**src/rtl/sbd_pkg.sv**
```systemverilog
`default_nettype none

package sbd_pkg;

  // Bank geometry
  localparam int NUM_SWITCHES = 16;
  localparam int COUNT_BITS   = 4;
  localparam int SLOT_BITS    = 4;
  localparam int WORD_BITS    = 16;
  localparam int DUR_BITS     = 64;
  localparam int PAIR_BITS    = 3;
  localparam int CFG_IDX_BITS = 3;

  // Safe/active pair contact positions in the scan word
  localparam int BIT_SAFE   = 7;
  localparam int BIT_ACTIVE = 6;

  localparam logic [PAIR_BITS-1:0] PAIR_TICKS_RESET = PAIR_BITS'(6);

  // Configuration register indexes
  typedef enum logic [CFG_IDX_BITS-1:0] {
    REG_ENABLED    = 3'd0,
    REG_WAIT_MODE  = 3'd1,
    REG_NOTIFY     = 3'd2,
    REG_CLOSE_DUR  = 3'd3,
    REG_OPEN_DUR   = 3'd4,
    REG_PAIR_TICKS = 3'd5
  } cfg_reg_t;

  // Per-switch debounce phase
  typedef enum logic [1:0] {
    PH_OPEN    = 2'd0,
    PH_CLOSED  = 2'd1,
    PH_OPENING = 2'd2,
    PH_CLOSING = 2'd3
  } phase_t;

  // Safe/active pair mode
  typedef enum logic [1:0] {
    PR_UNDEF    = 2'd0,
    PR_SAFE     = 2'd1,
    PR_ACTIVE   = 2'd2,
    PR_DEBOUNCE = 2'd3
  } pair_mode_t;

  // Inputs to one switch cell for the current transfer
  typedef struct packed {
    logic                  is_tick;
    logic                  changed;
    logic                  enabled;
    logic                  wait_mode;
    logic                  raw_open;
    logic [COUNT_BITS-1:0] dur_close;
    logic [COUNT_BITS-1:0] dur_open;
  } sbd_cell_ctl_t;

  // Shown-bit update requested by one switch cell
  typedef struct packed {
    logic show_we;
    logic show_open;
    logic show_note;
  } sbd_cell_res_t;

endpackage

`default_nettype wire

```
**src/rtl/sbd_if.sv**
```systemverilog
`default_nettype none

// Scan word channel
interface sbd_in_if;
  import sbd_pkg::*;

  logic                 valid;
  logic                 ready;
  logic [WORD_BITS-1:0] change_word;

  modport source (output valid, output change_word, input ready);
  modport sink   (input valid, input change_word, output ready);
endinterface

// Debounced status channel
interface sbd_out_if;
  import sbd_pkg::*;

  logic                 valid;
  logic                 ready;
  logic [WORD_BITS-1:0] shown_state;
  logic [WORD_BITS-1:0] notify_bits;
  logic                 pair_active;
  logic                 pair_went_active;
  logic                 pair_went_safe;

  modport source (output valid, output shown_state, output notify_bits,
                  output pair_active, output pair_went_active,
                  output pair_went_safe, input ready);
  modport sink   (input valid, input shown_state, input notify_bits,
                  input pair_active, input pair_went_active,
                  input pair_went_safe, output ready);
endinterface

`default_nettype wire

```
**src/rtl/sbd_switch.sv**
```systemverilog
`default_nettype none

// One debounced switch: phase and tick count, plus its shown-bit request
module sbd_switch (
  input  wire logic                   clk,
  input  wire logic                   rst,
  input  wire logic                   advance,
  input  wire sbd_pkg::sbd_cell_ctl_t ctl,
  output sbd_pkg::sbd_cell_res_t      res
);
  import sbd_pkg::*;

  phase_t                phase, phase_next;
  logic [COUNT_BITS-1:0] cnt, cnt_next;
  logic [COUNT_BITS-1:0] cnt_dec;
  logic                  debouncing;

  assign debouncing = (phase == PH_OPENING) || (phase == PH_CLOSING);
  assign cnt_dec    = (cnt != '0) ? cnt - COUNT_BITS'(1) : '0;

  // Next phase, count and shown-bit request
  always_comb begin
    phase_next    = phase;
    cnt_next      = cnt;
    res.show_we   = 1'b0;
    res.show_open = 1'b0;
    res.show_note = 1'b0;
    if (ctl.enabled && ctl.is_tick) begin
      if (debouncing) begin
        cnt_next = cnt_dec;
        if (cnt_dec == '0) begin
          if (!ctl.raw_open) begin
            phase_next = PH_CLOSED;
            if ((phase == PH_OPENING) != ctl.wait_mode) begin
              res.show_we   = 1'b1;
              res.show_note = 1'b1;
            end
          end else begin
            phase_next = PH_OPEN;
            if ((phase == PH_CLOSING) != ctl.wait_mode) begin
              res.show_we   = 1'b1;
              res.show_open = 1'b1;
              res.show_note = 1'b1;
            end
          end
        end
      end
    end else if (ctl.enabled && ctl.changed) begin
      unique case (phase)
        PH_OPEN: begin
          if (!ctl.raw_open) begin
            if (ctl.dur_close == '0) begin
              res.show_we   = 1'b1;
              res.show_note = 1'b1;
              phase_next    = PH_CLOSED;
            end else begin
              res.show_we   = !ctl.wait_mode;
              res.show_note = !ctl.wait_mode;
              phase_next    = PH_CLOSING;
              cnt_next      = ctl.dur_close;
            end
          end else begin
            // toggle landed back on the settled value: quiet refresh
            res.show_we   = 1'b1;
            res.show_open = 1'b1;
          end
        end
        PH_CLOSED: begin
          if (ctl.raw_open) begin
            if (ctl.dur_open == '0) begin
              res.show_we   = 1'b1;
              res.show_open = 1'b1;
              res.show_note = 1'b1;
              phase_next    = PH_OPEN;
            end else begin
              res.show_we   = !ctl.wait_mode;
              res.show_open = 1'b1;
              res.show_note = !ctl.wait_mode;
              phase_next    = PH_OPENING;
              cnt_next      = ctl.dur_open;
            end
          end else begin
            res.show_we = 1'b1;
          end
        end
        PH_OPENING: cnt_next = ctl.dur_open;
        PH_CLOSING: cnt_next = ctl.dur_close;
        default:    cnt_next = cnt;
      endcase
    end
  end

  // State registers
  always_ff @(posedge clk) begin
    if (rst) begin
      phase <= PH_CLOSED;
      cnt   <= '0;
    end else if (advance) begin
      phase <= phase_next;
      cnt   <= cnt_next;
    end
  end

endmodule

`default_nettype wire

```
**src/rtl/switch_bank_debouncer.sv**
```systemverilog
`default_nettype none

// Channel   Role   Payload
// scan      sink   change_word (nonzero: toggled contacts, zero: one tick)
// status    source shown_state, notify_bits, pair_active,
//                  pair_went_active, pair_went_safe
// cfg_*     write  cfg_index selects register, cfg_data carries value
//
// One scan word per cycle while the status register is empty or being taken; its status appears in the next cycle.
// All switch cells and the pair machine update in the accepting cycle.
// Synchronous reset: switches closed, counts zero, pair undefined, no status.
// The status register stalls on status.ready; scan.ready stays high while
// the held status is taken in the same cycle.
module switch_bank_debouncer (
  input  wire logic                                clk,
  input  wire logic                                rst,
  input  wire logic                                cfg_we,
  input  wire logic [sbd_pkg::CFG_IDX_BITS-1:0]    cfg_index,
  input  wire logic [sbd_pkg::DUR_BITS-1:0]        cfg_data,
  sbd_in_if.sink                                   scan,
  sbd_out_if.source                                status
);
  import sbd_pkg::*;

  // Configuration
  logic [WORD_BITS-1:0] enabled_mask, wait_mode_mask, notify_mask;
  logic [DUR_BITS-1:0]  close_durations, open_durations;
  logic [PAIR_BITS-1:0] pair_debounce_ticks;

  // Bank state
  logic [WORD_BITS-1:0] raw_contacts, raw_next;
  logic [WORD_BITS-1:0] shown_contacts, shown_next;
  logic [WORD_BITS-1:0] notes;
  pair_mode_t           pair_mode, pair_mode_next;
  logic [PAIR_BITS-1:0] pair_ticks_left, pair_ticks_next;
  logic                 went_active, went_safe;

  // Output register
  logic                 out_valid;

  logic                 accept;
  logic                 is_tick;
  logic [1:0]           swb;
  pair_mode_t           pm;

  sbd_cell_ctl_t        ctl [NUM_SWITCHES];
  sbd_cell_res_t        res [NUM_SWITCHES];

  assign scan.ready = !out_valid || status.ready;
  assign accept     = scan.valid && scan.ready;
  assign is_tick    = (scan.change_word == '0);
  assign raw_next   = raw_contacts ^ scan.change_word;
  assign swb        = {raw_next[BIT_SAFE], raw_next[BIT_ACTIVE]};

  // Configuration writes
  always_ff @(posedge clk) begin
    if (rst) begin
      enabled_mask        <= '0;
      wait_mode_mask      <= '0;
      notify_mask         <= '0;
      close_durations     <= '0;
      open_durations      <= '0;
      pair_debounce_ticks <= PAIR_TICKS_RESET;
    end else if (cfg_we) begin
      unique case (cfg_index)
        REG_ENABLED:    enabled_mask        <= cfg_data[WORD_BITS-1:0];
        REG_WAIT_MODE:  wait_mode_mask      <= cfg_data[WORD_BITS-1:0];
        REG_NOTIFY:     notify_mask         <= cfg_data[WORD_BITS-1:0];
        REG_CLOSE_DUR:  close_durations     <= cfg_data;
        REG_OPEN_DUR:   open_durations      <= cfg_data;
        REG_PAIR_TICKS: pair_debounce_ticks <= cfg_data[PAIR_BITS-1:0];
        default: ;
      endcase
    end
  end

  // Switch cells
  for (genvar i = 0; i < NUM_SWITCHES; i++) begin : g_sw
    assign ctl[i].is_tick   = is_tick;
    assign ctl[i].changed   = scan.change_word[i];
    assign ctl[i].enabled   = enabled_mask[i];
    assign ctl[i].wait_mode = wait_mode_mask[i];
    assign ctl[i].raw_open  = raw_next[i];
    assign ctl[i].dur_close = close_durations[SLOT_BITS*i +: COUNT_BITS];
    assign ctl[i].dur_open  = open_durations[SLOT_BITS*i +: COUNT_BITS];

    sbd_switch u_sw (
      .clk     (clk),
      .rst     (rst),
      .advance (accept),
      .ctl     (ctl[i]),
      .res     (res[i])
    );
  end

  // Shown bits and notes from the cell requests
  always_comb begin
    shown_next = shown_contacts;
    notes      = '0;
    for (int i = 0; i < NUM_SWITCHES; i++) begin
      if (res[i].show_we) shown_next[i] = res[i].show_open;
      notes[i] = res[i].show_note && notify_mask[i];
    end
  end

  // Safe/active pair machine
  always_comb begin
    pm              = pair_mode;
    pair_mode_next  = pair_mode;
    pair_ticks_next = pair_ticks_left;
    went_active     = 1'b0;
    went_safe       = 1'b0;
    if (is_tick) begin
      if (pair_mode == PR_DEBOUNCE && pair_ticks_left != '0) begin
        pair_ticks_next = pair_ticks_left - PAIR_BITS'(1);
        if (pair_ticks_left == PAIR_BITS'(1)) pair_mode_next = PR_ACTIVE;
      end
    end else if (scan.change_word[BIT_SAFE] || scan.change_word[BIT_ACTIVE]) begin
      // swb is {safe, active}; 1 means open
      if (pm == PR_UNDEF && swb == 2'b01) pm = PR_SAFE;
      pair_mode_next = pm;
      unique case (pm)
        PR_SAFE: begin
          if (swb == 2'b10) begin
            pair_ticks_next = pair_debounce_ticks;
            pair_mode_next  = PR_DEBOUNCE;
            went_active     = 1'b1;
          end
        end
        PR_DEBOUNCE: begin
          if (!swb[1]) begin
            pair_mode_next = PR_SAFE;
            went_safe      = 1'b1;
          end
        end
        PR_ACTIVE: begin
          if (swb != 2'b10) begin
            pair_mode_next = PR_SAFE;
            went_safe      = 1'b1;
          end
        end
        default: pair_mode_next = pm;
      endcase
    end
  end

  // Bank and pair state
  always_ff @(posedge clk) begin
    if (rst) begin
      raw_contacts    <= '0;
      shown_contacts  <= '0;
      pair_mode       <= PR_UNDEF;
      pair_ticks_left <= '0;
    end else if (accept) begin
      raw_contacts    <= is_tick ? raw_contacts : raw_next;
      shown_contacts  <= shown_next;
      pair_mode       <= pair_mode_next;
      pair_ticks_left <= pair_ticks_next;
    end
  end

  // Status register
  always_ff @(posedge clk) begin
    if (rst) begin
      out_valid <= 1'b0;
    end else if (accept) begin
      out_valid <= 1'b1;
    end else if (status.ready) begin
      out_valid <= 1'b0;
    end
  end

  always_ff @(posedge clk) begin
    if (accept) begin
      status.shown_state      <= shown_next;
      status.notify_bits      <= notes;
      status.pair_active      <= (pair_mode_next == PR_ACTIVE) ||
                                 (pair_mode_next == PR_DEBOUNCE);
      status.pair_went_active <= went_active;
      status.pair_went_safe   <= went_safe;
    end
  end

  assign status.valid = out_valid;

endmodule

`default_nettype wire

```
**src/flat_wrapper.sv**
```systemverilog
// flat-port wrapper written by rule: the top's interface ports become plain ports
module switch_bank_debouncer_flat import sbd_pkg::*;
  (clk, rst, cfg_we, cfg_index, cfg_data, scan_valid, scan_change_word, scan_ready, status_valid, status_shown_state, status_notify_bits, status_pair_active, status_pair_went_active, status_pair_went_safe, status_ready);
  sbd_in_if scan_i ();
  sbd_out_if status_i ();
  input  wire logic clk;
  input  wire logic rst;
  input  wire logic cfg_we;
  input  wire logic [sbd_pkg::CFG_IDX_BITS-1:0] cfg_index;
  input  wire logic [sbd_pkg::DUR_BITS-1:0] cfg_data;
  input wire logic [$bits(scan_i.valid)-1:0] scan_valid;
  input wire logic [$bits(scan_i.change_word)-1:0] scan_change_word;
  output wire logic [$bits(scan_i.ready)-1:0] scan_ready;
  output wire logic [$bits(status_i.valid)-1:0] status_valid;
  output wire logic [$bits(status_i.shown_state)-1:0] status_shown_state;
  output wire logic [$bits(status_i.notify_bits)-1:0] status_notify_bits;
  output wire logic [$bits(status_i.pair_active)-1:0] status_pair_active;
  output wire logic [$bits(status_i.pair_went_active)-1:0] status_pair_went_active;
  output wire logic [$bits(status_i.pair_went_safe)-1:0] status_pair_went_safe;
  input wire logic [$bits(status_i.ready)-1:0] status_ready;
  assign scan_i.valid = scan_valid;
  assign scan_i.change_word = scan_change_word;
  assign scan_ready = scan_i.ready;
  assign status_valid = status_i.valid;
  assign status_shown_state = status_i.shown_state;
  assign status_notify_bits = status_i.notify_bits;
  assign status_pair_active = status_i.pair_active;
  assign status_pair_went_active = status_i.pair_went_active;
  assign status_pair_went_safe = status_i.pair_went_safe;
  assign status_i.ready = status_ready;
  switch_bank_debouncer u_core (.clk(clk), .rst(rst), .cfg_we(cfg_we), .cfg_index(cfg_index), .cfg_data(cfg_data), .scan(scan_i), .status(status_i));
endmodule
```
**config.mk**
```make
export PLATFORM = sky130hd
export DESIGN_NAME = switch_bank_debouncer_flat
export DESIGN_NICKNAME = d
export VERILOG_FILES = /design/src/rtl/sbd_pkg.sv /design/src/rtl/sbd_if.sv /design/src/rtl/sbd_switch.sv /design/src/rtl/switch_bank_debouncer.sv /design/src/flat_wrapper.sv
export SDC_FILE = /design/constraint.sdc
export NUM_CORES = 1
export LEC_CHECK = 0
export BUFFER_PORTS_ARGS = -buffer_cell sky130_fd_sc_hd__buf_2
export CORE_MARGIN = 8
export CORE_UTILIZATION = 60
export DETAILED_ROUTE_END_ITERATION = 8
export PLACE_DENSITY = 0.89
export SLEW_MARGIN = 40
export SYNTH_ARGS = -nofsm -noshare
export SYNTH_HDL_FRONTEND = slang
export SYNTH_SLANG_ARGS = --single-unit
```
**constraint.sdc**
```tcl
create_clock -name clk -period 3.4 [get_ports clk]
set_clock_uncertainty 0.1 [all_clocks]
set_input_delay 0.68 -clock clk [delete_from_list [all_inputs] [get_ports clk]]
set_output_delay 0.68 -clock clk [all_outputs]
set_load 0.01 [all_outputs]
```
Yosys cells after proc, flatten, opt, wreduce, memory -nomap -nowiden

Cells that the tools add are included.
W data, S select, Z words.

Memory bits (read-only): 0
Bits in latches: 0
Register bits after elaboration: 348
Memories kept: 0
Memory bits (writable): 0
Word-level logic and storage cells: 1124

Multipliers: 0
Multiplexer cells: 614
Equality and inequality tests: 192
$lt $le $gt $ge: 0
Divide/modulo/power cells: 0
Bitwise gates (word level): 4
$add $sub $neg: 17
Shifts and indexed selects: 0
Reduce and logical (&&, ||, !) cells: 249

Operators by type and width:

| cell                  | number |
|---|---|
| $mux W4               | 128 |
| $mux W2               | 154 |
| $mux W3               | 101 |
| $pmux W4 S4           | 16 |
| $reduce_and A7 Y1     | 32 |
| $logic_not A4 Y1      | 48 |
| $mux W1               | 181 |
| $ne A3 B3 Y1 const B  | 48 |
| $pmux W3 S2           | 16 |
| $eq A2 B2 Y1 const B  | 38 |
| $pmux W2 S2           | 16 |
| $reduce_bool A4 Y1    | 16 |
| $sub A4 B1 Y4 const B | 16 |
| $logic_and A1 B1 Y1   | 51 |
| $reduce_bool A3 Y1    | 17 |
| $ne A3 B2 Y1 const B  | 16 |
| $reduce_bool A2 Y1    | 20 |
| $eq A2 B1 Y1 const B  | 18 |
| $ne A2 B2 Y1 const B  | 18 |
| $logic_not A2 Y1      | 17 |
| $ne A1 B1 Y1          | 32 |
| $ne A2 B1 Y1 const B  | 16 |
| $logic_or A1 B1 Y1    | 19 |
| $logic_not A1 Y1      | 17 |
| other kinds (14)      | 25 |

Depth between registers and ports, before layout

Word-level depth: 12
Depth in mapped cells: 10
Gate-level depth less buffers: 8

Modules after synthesis

Synthesis repeated with hierarchy kept, for this count alone.

Cells, all modules: 2599
Area, all modules: 21257.9 µm²

Modules (own cells, without submodules):

| module                               | area each (µm²) | times used | cells each |
|---|---|---|---|
| sbd_switch (u_core.g_sw[0].u_sw ...) | 739.5           | 15         | 95 |
| switch_bank_debouncer                | 9421.5          | 1          | 1083 |
| sbd_switch (u_core.g_sw[5].u_sw)     | 744.5           | 1          | 91 |

Worst setup path after synthesis

OpenSTA, ideal clock, no wires.

Kind: input port to flip-flop
From: input port status_ready
To: register u_core.shown_contacts[1]
Buffers on the path: 2
Stages on the path: 8
Path slack: 0.265 ns
Data required time: 3.170 ns
Arrival time: 2.905 ns
Library setup time: 0.130 ns
Cells stage by stage: nand2b_1 > nand2_1 > inv_1 > clkbuf_1 > buf_1 > nand2_1 > o211ai_1 > o41ai_1

Word-level cells in the longest chain between the ends: 2

RTL lines:

| item                 | RTL line                     | text |
|---|---|---|
| start, declared      | flat_wrapper.sv:20           | `input wire logic [$bits(status_i.ready)-1:0] status_ready;` |
| $logic_or A1 B1 Y1   | switch_bank_debouncer.sv:49  | `assign scan.ready = !out_valid \|\| status.ready;` |
| $logic_and A1 B1 Y1  | switch_bank_debouncer.sv:50  | `assign accept = scan.valid && scan.ready;` |
| via u_core.accept    | switch_bank_debouncer.sv:41  | `logic accept;` |
| end signal, assigned | switch_bank_debouncer.sv:156 | `shown_contacts <= shown_next;` |
| end, declared        | switch_bank_debouncer.sv:32  | `logic [WORD_BITS-1:0] shown_contacts, shown_next;` |

The timed path passes the listed nets, and every way through them passes these cells.
A chain may end at the register's enable or synchronous reset.

Worst setup path after layout

From: input port scan_change_word[10]
To: register u_core.g_sw[7].u_sw.phase[0]

Word-level cells in the longest chain between the ends: 4
Elaborated cells between the ends (all ways): 10
Those cells by class: eq/ne: 4; mux: 1; reduce/logical: 5

RTL lines:

| item                                                 | RTL line                    | text |
|---|---|---|
| start, declared                                      | flat_wrapper.sv:12          | `input wire logic [$bits(scan_i.change_word)-1:0] scan_change_word;` |
| $logic_not A16 Y1 (*)                                | switch_bank_debouncer.sv:51 | `assign is_tick = (scan.change_word == '0);` |
| $logic_and A1 B1 Y1 (*)                              | sbd_switch.sv:28            | `if (ctl.enabled && ctl.is_tick) begin` |
| $ne A3 B3 Y1 (no line), or another cell as far along | n/a                         |  |
| $reduce_and A7 Y1 (no line)                          | n/a                         |  |
| end signal, assigned                                 | sbd_switch.sv:99            | `phase <= phase_next;` |
| end, declared                                        | sbd_switch.sv:13            | `phase_t phase, phase_next;` |

Mark *: on every way between the ends. The rest lies on a longest branch, timed or not.

==> impl_metrics.tcl <==
set metrics [dict create \
    holdWs_ns 0.296 \
    post_cts_buffers 0 \
    synth-seq-area-share_pct 37.0 \
    num_rows 66 \
    p_leak_nw 8.50 \
    cp_top_family "simple AND/OR/NAND/NOR gates" \
    path_max_fanout 18 \
    detail_route.iter0.violations 1897 \
    synthSimpleGateAreaFrac_pct 23.0 \
    slowest_stage "and4_2" \
    viasPerCell 6.44 \
    track_usage_pct 28.8 \
    cts_tree "yes" \
    cts_root_buffer "clkbuf_16" \
    cp-start-kind "input pin" \
    ys.flop_type "dfxtp_1" \
    maxSlewViolCount 0 \
    pre_cts_ws_ns 0.240 \
    power.internal_w 0.00701 \
    postSynth.asyncResetShare_pct 0 \
    synth_compound_area_share_pct 22.0 \
    tightest_slew_ns 0.822 \
    critPathArrivalTime_ns 2.99 \
    finalCritPeriodShare_pct 79.8 \
    utilization_pct 68.2 \
    status "completed" \
    antenna_found_initial 7 \
    seqPwrFrac_pct 46.5 \
    netSwitchingFraction_pct 25.0 \
    synth.area.top_cells "dfxtp_1 32%, nand2_1 9.7%, a21oi_1 7.0%" \
    synth.avg_cell_area_um2 8.00 \
    grt_setup_unrepaired "false" \
    path_clk_slew_ns 0.06 \
    cts_resized 0 \
    ant_nets 0 \
    layout-drive-gt1-share_pct 13.0 \
    synthAdderAreaFrac_pct 4.23 \
    crit_path_cell_trace "buf_2 -> nor4_2 -> and4_2 -> buf_4 -> and4_1 -> o21ai_0 -> a2111oi_0 -> a31oi_1" \
    syn_to_final_growth_pct 12.2 \
    synth_edf_count 35 \
    numCtsBuffers 38 \
    wl_mm 58.9 \
    syn_inst 2474 \
    tns_ns 0 \
    hpwl_mm 40.1 \
    setup_viol 0 \
    die-area_um2 39100 \
    die-height_um 198 \
    critPathKind "input pin to flop" \
    grt_pass1_vias 18800 \
    finalHoldViolations 0 \
    clk_path_buf_depth 3 \
    yosys-top-cells-count "513 x nand2_1, 313 x dfxtp_1, 278 x a21oi_1" \
    gp_congestion 0.922 \
    cts_sinks 348 \
    setup_slack_ns 0.687 \
    drc 0 \
    drt-pass1-iter-count 8 \
    htreeDepth 2 \
    fp.dieW_um 198 \
    critPathMaxStageDelay_ns 0.48 \
    start_util_pct 60.8 \
    syn-num-nets 2629 \
    core-area_um2 32500 \
    yosysWarnings 0 \
    synth_area_um2 19800 \
    p_switching_w 0.00233 \
    path_buf_inv 2 \
    maxCapViolCount 0 \
    synth-seq-cells 348 \
    yosys.area.top_type "dfxtp_1" \
    synth_xor_area_share_pct 1.99 \
    clock_latency_ns 0.54 \
    num_vias 19500 \
    period_needed_ns 2.71 \
    end_kind "flop" \
    ctsHoldBuffers 0 \
    grt_max_degree 127 \
    yosysMostFrequentCell "nand2_1" \
    synth.top_cell.area_share_pct 31.7 \
    max_clock_freq_ghz 0.369 \
    vdd_drop_max_uv 313 \
    routedWlPerCell_um 19.5 \
    p_clk_share_pct 45.3 \
    power_frac_comb_pct 8.3 \
    synth_top_family_by_area "simple AND/OR/NAND/NOR gates" \
    powerDensity_nw_per_um2 421 \
    timing.slew.headroom_pct 44.7 \
    critPathRequiredTime_ns 3.67 \
    io_buffers 124 \
    grt_pass1_wl_mm 93.9 \
    final_net_count 2705 \
    hold_class "input pin to flop" \
    synthMuxAreaShare_pct 7.94 \
    grt_overflow_total 0 \
    synth.distinct_cells 82 \
    io_pins 125 \
]
-- worst min-delay path, stage by stage --
cell     delay (ns)
buf_2          0.10
nand2_1        0.05
a21oi_1        0.05
-- layout by cell type, fill, tap and decap left out, drive strengths merged, types with 11 or more instances in the layout --
cell / Yosys / final
dfxtp: 313 / 313
mux2: 48 / 48
mux2i: 103 / 103
o21bai: 15 / 15
a31o: 12 / 12
a211oi: 37 / 37
nor4: 34 / 34
clkbuf: 111 / 52
inv: 54 / 56
nand2: 521 / 521
o211ai: 44 / 44
and2: 15 / 15
o41ai: 12 / 12
nor3: 80 / 80
o311a: 18 / 18
xor2: 29 / 29
nand2b: 36 / 36
a21oi: 281 / 281
a31oi: 19 / 19
xnor2: 16 / 16
nor2: 132 / 132
and3: 11 / 11
o22ai: 14 / 14
nand3b: 23 / 23
nor2b: 42 / 42
ha: 67 / 67
or3: 11 / 11
o21a: 19 / 19
o21ai: 96 / 96
a21boi: 16 / 16
a211o: 12 / 12
edfxtp: 35 / 35
or4: 11 / 11
nand3: 38 / 38
buf: 25 / 171
-- power groups by stage --
stage,combinational (W),sequential (W),clock [W]
detailed placement,0.000750,0.00443,0
floorplan,0.000510,0.00437,0
finish,0.000774,0.00434,0.00423
CTS,0.000758,0.00434,0.00424
global placement,0.000728,0.00442,0
global route,0.000834,0.00435,0.00442
-- metal layers --
layer | vias up | GRT usage, % | wire (um)
met5 | - | 0 | 12
met2 | 1059 | 48.8 | 27800
met3 | 239 | 4.48 | 5130
met1 | 9154 | 34.9 | 23000
met4 | 2 | 15.5 | 2930
li1 | 9032 | - | -
-- sequential cells by signal, summed over array words and instances, names as in the netlist, 2 cells and up --
name / flops
u_core.pair_debounce_ticks: 3
u_core.pair_mode: 2
u_core.pair_ticks_left: 3
u_core.open_durations: 64
u_core.wait_mode_mask: 16
u_core.g_sw.u_sw.cnt: 64
u_core.g_sw.u_sw.phase: 32
u_core.raw_contacts: 16
u_core.close_durations: 64
u_core.shown_contacts: 16
u_core.status.shown_state: 16
u_core.notify_mask: 16
u_core.status.notify_bits: 16
u_core.enabled_mask: 16
-- final timing paths --
kind | start | endpoint | slack, ns | cells after the start
max | scan_change_word[10] | u_core.g_sw[7].u_sw.phase[0] | 0.69 | 8
min reg2reg | u_core.notify_mask[4] | u_core.notify_mask[4] | 0.35 | 2
min | cfg_data[60] | u_core.open_durations[60] | 0.30 | 3
max reg2reg | u_core.raw_contacts[2] | u_core.status.shown_state[2] | 0.81 | 5
-- per-stage QoR --
stage	area, um2	total power [W]	instances
6_report	22200	0.00935	3027
3_3_place_gp	20900	0.00515	2952
4_1_cts	22200	0.00934	3021
3_5_place_dp	20900	0.00518	2952
2_1_floorplan	19800	0.00488	2474
5_1_grt	22200	0.00961	3026
-- cells by family (layout without fill, tap and decap cells) --
logic type,after synthesis,in the layout
XOR/XNOR,45,45
adder cells (fa/ha/maj),67,67
AO/OA/AOI/OAI,683,683
multiplexers,151,151
AND/OR/NAND/NOR,990,990
buffers and inverters,190,295
flip-flops,348,348
other,0,6
-- cell type report --
class	count	area (um2)
Multi-Input combinational cell	1936	11700
Fill cell	2526	10300
Sequential cell	348	7320
Clock buffer	51	1100
Timing Repair Buffer	172	1100
Tap cell	442	553
Inverter	54	203
Clock inverter	18	179
Antenna cell	6	15.0
(Power assumes the default switching activity.)
